## src/hw/rtl/assert_macros.svh

```systemverilog
// ----------------------------------------------------------------------------
// assert_macros.svh
// Shared concurrent assertion macros for the cache controller RTL.
// ----------------------------------------------------------------------------
`ifndef ASSERT_MACROS_SVH
`define ASSERT_MACROS_SVH

// Same-cycle implication, disabled while reset is asserted.
`define ASSERT_IMPL(label, clk, rst_n, ante, cons) \
    label: assert property (@(posedge clk) disable iff (!rst_n) (ante) |-> (cons)) \
        else $error("same-cycle assertion failed");

// Next-cycle implication, disabled while reset is asserted.
`define ASSERT_NEXT(label, clk, rst_n, ante, cons) \
    label: assert property (@(posedge clk) disable iff (!rst_n) (ante) |=> (cons)) \
        else $error("next-cycle assertion failed");

`endif

```

## src/hw/rtl/dmbc_pkg.sv

```systemverilog
// ----------------------------------------------------------------------------
// dmbc_pkg
// Types and constants shared by the block cache controller modules.
// ----------------------------------------------------------------------------
package dmbc_pkg;

    localparam int DEFAULT_MAX_SLOTS = 128;

    localparam int TAG_W      = 31;
    localparam int LBA_W      = 48;
    localparam int SHIFT_W    = 3;
    localparam int SLOT_OUT_W = 7;
    localparam int COUNT_W    = 8;
    localparam int KIND_W     = 2;
    localparam int HASH_MUL   = 251;
    localparam int HASH_DROP  = 8;
    localparam int PROD_W     = TAG_W + HASH_DROP;

    localparam int QUEUE_DEPTH = 4;
    localparam int QPTR_W      = $clog2(QUEUE_DEPTH);
    localparam int QFILL_W     = QPTR_W + 1;

    localparam logic [KIND_W-1:0] KIND_HIT       = 2'd0;
    localparam logic [KIND_W-1:0] KIND_WRITEBACK = 2'd1;
    localparam logic [KIND_W-1:0] KIND_FILL      = 2'd2;
    localparam logic [KIND_W-1:0] KIND_NONE      = 2'd3;

    localparam logic ACT_ACCESS = 1'b0;
    localparam logic ACT_FLUSH  = 1'b1;

    localparam int CFG_IDX_W = 1;
    localparam logic [CFG_IDX_W-1:0] CFG_SECTOR_BASE = 1'b0;
    localparam logic [CFG_IDX_W-1:0] CFG_BLOCK_SHIFT = 1'b1;

    typedef struct packed {
        logic [KIND_W-1:0]     kind;
        logic [SLOT_OUT_W-1:0] slot;
        logic [LBA_W-1:0]      sector_addr;
        logic [COUNT_W-1:0]    sector_count;
        logic                  last;
    } result_t;

    typedef struct packed {
        logic             valid;
        logic             dirty;
        logic [TAG_W-1:0] tag;
    } entry_t;

    typedef struct packed {
        logic push;
        logic pair;
    } push_ctrl_t;

endpackage

```

## src/hw/rtl/dmbc_out_queue.sv

```systemverilog
// ----------------------------------------------------------------------------
// dmbc_out_queue
// Small result queue: takes one or two results per push, hands them out in
// order on a valid/ready channel.
// ----------------------------------------------------------------------------
module dmbc_out_queue (
    input  logic                          clk,
    input  logic                          rst_n,
    input  dmbc_pkg::push_ctrl_t          ctrl,
    input  dmbc_pkg::result_t             first_item,
    input  dmbc_pkg::result_t             second_item,
    output logic [dmbc_pkg::QFILL_W-1:0]  fill,
    output logic                          out_valid,
    input  logic                          out_ready,
    output dmbc_pkg::result_t             out_item
);
    import dmbc_pkg::*;

    result_t             store_reg [QUEUE_DEPTH];
    logic [QPTR_W-1:0]   wr_ptr_reg;
    logic [QPTR_W-1:0]   wr_ptr_next;
    logic [QPTR_W-1:0]   rd_ptr_reg;
    logic [QPTR_W-1:0]   rd_ptr_next;
    logic [QFILL_W-1:0]  fill_reg;
    logic [QFILL_W-1:0]  fill_next;
    logic [QFILL_W-1:0]  push_count;
    logic                pop;

    assign out_valid = (fill_reg != '0);
    assign out_item  = store_reg[rd_ptr_reg];
    assign fill      = fill_reg;
    assign pop       = out_valid && out_ready;

    always_comb
    begin
        push_count = '0;
        if (ctrl.push)
        begin
            push_count = ctrl.pair ? QFILL_W'(2) : QFILL_W'(1);
        end
        wr_ptr_next = wr_ptr_reg + push_count[QPTR_W-1:0];
        rd_ptr_next = rd_ptr_reg + QPTR_W'(pop);
        fill_next   = fill_reg + push_count - QFILL_W'(pop);
    end

    always_ff @(posedge clk)
    begin
        if (ctrl.push)
        begin
            store_reg[wr_ptr_reg] <= first_item;
            if (ctrl.pair)
            begin
                store_reg[wr_ptr_reg + QPTR_W'(1)] <= second_item;
            end
        end
    end

    always_ff @(posedge clk or negedge rst_n)
    begin
        if (!rst_n)
        begin
            wr_ptr_reg <= '0;
            rd_ptr_reg <= '0;
            fill_reg   <= '0;
        end
        else
        begin
            wr_ptr_reg <= wr_ptr_next;
            rd_ptr_reg <= rd_ptr_next;
            fill_reg   <= fill_next;
        end
    end

endmodule

```

## config.mk

```make
export PLATFORM = sky130hd
export DESIGN_NAME = dmbc_out_queue
export DESIGN_NICKNAME = d
export VERILOG_FILES = /design/src/hw/rtl/assert_macros.svh /design/src/hw/rtl/dmbc_pkg.sv /design/src/hw/rtl/dmbc_out_queue.sv
export SDC_FILE = /design/constraint.sdc
export NUM_CORES = 1
export LEC_CHECK = 0
export ABC_AREA = 0
export BUFFER_PORTS_ARGS = -buffer_cell sky130_fd_sc_hd__buf_4
export CAP_MARGIN = 20
export CORE_ASPECT_RATIO = 0.75
export CORE_MARGIN = 4
export CORE_UTILIZATION = 35
export CTS_CLUSTER_SIZE = 30
export DETAILED_ROUTE_END_ITERATION = 8
export SLEW_MARGIN = 20
export SYNTH_ARGS = -nofsm -noshare
export SYNTH_HDL_FRONTEND = slang
export SYNTH_SLANG_ARGS = --single-unit
```

## constraint.sdc

```tcl
create_clock -name clk -period 5.65 [get_ports clk]
set_input_delay 0.2825 -clock clk [delete_from_list [all_inputs] [get_ports clk]]
set_output_delay 0.2825 -clock clk [all_outputs]
set_load 0.02 [all_outputs]
```

**Word-level counts from Yosys, hierarchy flattened**

Memory sizes are Yosys's and may differ from the RTL's.
Index checks and enable logic that the tools add are counted.
W data, S select, Z words.

- Output and inout bits: 70
- Bits in writable memories: 264
- Memories: 1
- Input bits: 137
- Register bits: 7

Memory list:

| memory | words | bits a word | read ports | clocked after Yosys merged registers in | wr ports | RTL line | text |
|---|---|---|---|---|---|---|---|
| store_reg | 4 | 66 | 1 | 0 | 2 | dmbc_out_queue.sv:19 | `result_t store_reg [QUEUE_DEPTH];` |

- Reductions and logical operators: 2
- Add/sub/neg operators: 5
- Muxes and demuxes: 7

Operators by type and width:

| kind | count |
|---|---|
| $mux W1 | 5 |
| $mux W2 | 2 |
| $add A3 B3 Y3 | 1 |
| $reduce_bool A3 Y1 | 1 |
| $sub A3 B1 Y3 | 1 |
| $add A2 B1 Y2 | 1 |
| $add A2 B1 Y2 const B | 1 |
| $add A2 B2 Y2 | 1 |
| $logic_and A1 B1 Y1 | 1 |

**Longest topological paths before layout**

- Depth in word-level cells: 4
- Mapped depth: 7

**Worst setup path before layout**

No wires, ideal clock.

- Kind: register -> register
- From: reg wr_ptr_reg[1]
- To: mem store_reg[2][0] (netlist bit), enable pin
- Data required time: 5059 ps
- Stages on the path, launching flop included: 4
- Arrival: 5480 ps
- Slack: -421 ps
- Buffers on the path: 1
- Setup time: 591 ps
- Cell sequence: dfrtp_1 > buf_2 > nand3b_1 > a21boi_0

RTL lines:

| what | RTL line | text |
|---|---|---|
| from (decl) | dmbc_out_queue.sv:20 | `logic [QPTR_W-1:0] wr_ptr_reg;` |
| from (signal assigned) | dmbc_out_queue.sv:68 | `wr_ptr_reg <= wr_ptr_next;` |
| to (decl) | dmbc_out_queue.sv:19 |  |

==> reports/results.ini <==
[status]
outcome = completed

[finish]
diodes = 0
synthToLayoutAreaGrowth_pct = 22.8
fin_area_mm2 = 0.0161
fillerInstances = 3321
largest_reg_flops = 264
final_util_pct = 43.5
num-nets-final = 1027
drive_gt1_share_pct = 65.9

[timing]
timing.fmax_mhz = 301
fin_ws_ns = 2.33
tns_ns = 0
hold_ws_ns = 0.0596
rsz0062_at_grt = no
drv_slew = 0
period_needed_ns = 3.32
fin_crit_sh_pct = 58.7
worst_slew_pin_slew_ns = 1.09
clock_skew_ns = 0.0103
setup_violations = 0
max_slew_margin_pct = 27.4
hold_viol = 0

[logic_synthesis]
async_flop_share_pct = 2.58
ys_warn_count = 0
ys_seq_area_share_pct = 61.8
syn_nets = 821
synth-seq-cells = 271
post-synth-top-area-cell = edfxtp_1
synth_cell_type_count = 31
syn_area_mm2 = 0.0131
synth_edf_count = 264
synth_top_area_share_pct = 60.4
syn_avg_cell_area_um2 = 19.3
synth_flop_cell = edfxtp_1
syn_inst = 680
ys_top_cells_by_count = edfxtp_1, mux2_2, mux4_2, buf_2, buf_6
synthTopCellsByArea = edfxtp_1, mux2_2, mux4_2, dfrtp_1, buf_2

[grt]
grt_pass1_vias = 7668
antenna_found_initial = 0
grt_max_degree = 68
track_usage_pct = 15.2
overflow = 0
grt_first_pass_wirelength_um = 47800

[setup_path]
rrSetupSlack_ns = 2.99
crit_end = out_item[20]
path_cells = buf_4 > mux4_2 > buf_4
cpMostUsedCell = buf_4
slowest_delay_ns = 0.93
end_kind = output port
startpoint_type = register
cp_slowest_cell = dfrtp_4
cp.depth = 3
crit_arrival_ns = 3.03
path_max_fanout = 36
path_buf_inv = 2
reg2reg_to = store_reg[1][20]
worstPathRequired_ns = 5.37
setup.worst_path.start = rd_ptr_reg[0]
reg2reg_depth = 3
r2r_start = wr_ptr_reg[1]
cpLargestDelayFamily = flip-flops
worstSetupPathType = register to output port

[floorplanning]
die_w_um = 232
core_mm2 = 0.0370
ios = 207
dieArea_mm2 = 0.0407
die_h_um = 176
placementRows = 61
initial_core_util_pct = 35.4

[route]
ant_nets = 0
wl_per_cell_um = 22.2
drc = 0
dr_total_vias = 6958
viasPerCell = 4.93
drtIter0Drc = 349
dr.pass1.iters = 4
wirelength_um = 31300

[pwr]
leakagePower_uw = 0.00566
ir_drop_mv = 0.289
cellPowerDensity_mw_per_mm2 = 478

[clock_network]
cts_tree = done
postCtsSetupBuffers = 0
insertion_delay_ns = 0.55
cts_buffers = 29
clock_path_buffers = 3
clockRootBuffer = clkbuf_16
cts_sinks = 271
cts_max_level = 1
cts.reportedPaths.clkPinSlew_ns = 0.06

[run]
max_cap_violations = 0

[placement]
port-buffer-count = 206
pre_cts_ws_ns = 2.83
dpl_cell_area_mm2 = 0.0151
routabilityCongestion = 0.709
dpl.hpwl_um = 18400

[worst_hold_path]
worstHoldPathType = primary input to register

==> per-stage QoR <==
stage          power (uW)  instances
6_report             7690       1412
5_1_grt              8070       1412
4_1_cts              7830       1412
3_5_place_dp         5900       1358
3_3_place_gp         5880       1358
2_1_floorplan        4840        680
==> cell families after synthesis <==
| group | Yosys count | synth area share, % |
|---|---|---|
| mux | 330 | 34.0 |
| xor+xnor | 7 | 0.467 |
| buf+inv | 49 | 2.36 |
| fa+ha+maj | 4 | 0.439 |
| flops | 271 | 61.8 |
| simple gates | 14 | 0.687 |
| compound gates | 5 | 0.277 |
==> worst min-delay path by stage <==
stage                         from              end  slack (ns)  cells after the start
global route         first_item[3]  store_reg[3][3]        0.03                      2
finish              second_item[2]  store_reg[0][2]        0.06                      2
detailed placement           rst_n    wr_ptr_reg[1]        0.10                      1
CTS                  first_item[3]  store_reg[2][3]        0.02                      2
global placement             rst_n    wr_ptr_reg[1]        0.10                      1
floorplan                    rst_n          fill[0]       -0.01                      0
==> per-layer routing <==
metal  global-route usage, %  up-vias  wire length, um
met1                    20.5     3542            13800
li1                        -     3210                -
met2                    25.5      173            15100
met3                    3.84       33             1970
met5                       0        -                0
met4                    2.71        0              441
==> where the power goes <==
group          internal, uW  leakage, uW  switching, uW  total [uW]
logic                  1320      0.00267           1360        2680
registers              2780      0.00253            323        3110
clock network          1130     0.000458            774        1910
total                  5240      0.00566           2460        7690
==> layout by cell type (no fill, tap or decap), types with 2 or more instances in the layout <==
cell type	instances
nor2_4	2
clkbuf_16	29
clkbuf_1	9
mux4_2	66
edfxtp_1	264
dfrtp_4	2
clkinv_1	4
mux2_2	264
nand4b_1	2
inv_1	3
clkinv_2	2
bufinv_16	3
xnor2_1	6
ha_1	3
dfrtp_1	5
buf_4	220
clkbuf_8	4
==> worst register-to-register path, stage by stage (launching register included) <==
cell,delay [ns]
dfrtp_1,0.52
and4bb_4,0.80
buf_4,0.65
mux2_2,0.43
==> repair_timing <==
action                                  CTS  global route
endpoints found under the setup margin    0             0
hold buffers                              1             0
endpoints found under the hold margin     7             0
gates resized for setup                   0             0
==> final cells by class <==
type | instances | area (um^2) | area share, %
clock buffer | 42 | 815 | 5.06
tap | 504 | 631 | 3.92
clock inverter | 11 | 131 | 0.816
multi-input combinational | 360 | 4740 | 29.5
timing repair buffer | 221 | 1660 | 10.3
sequential | 271 | 8110 | 50.4
inverter | 3 | 11.3 | 0.0699
No activity file was read; power rests on OpenSTA's default activity.
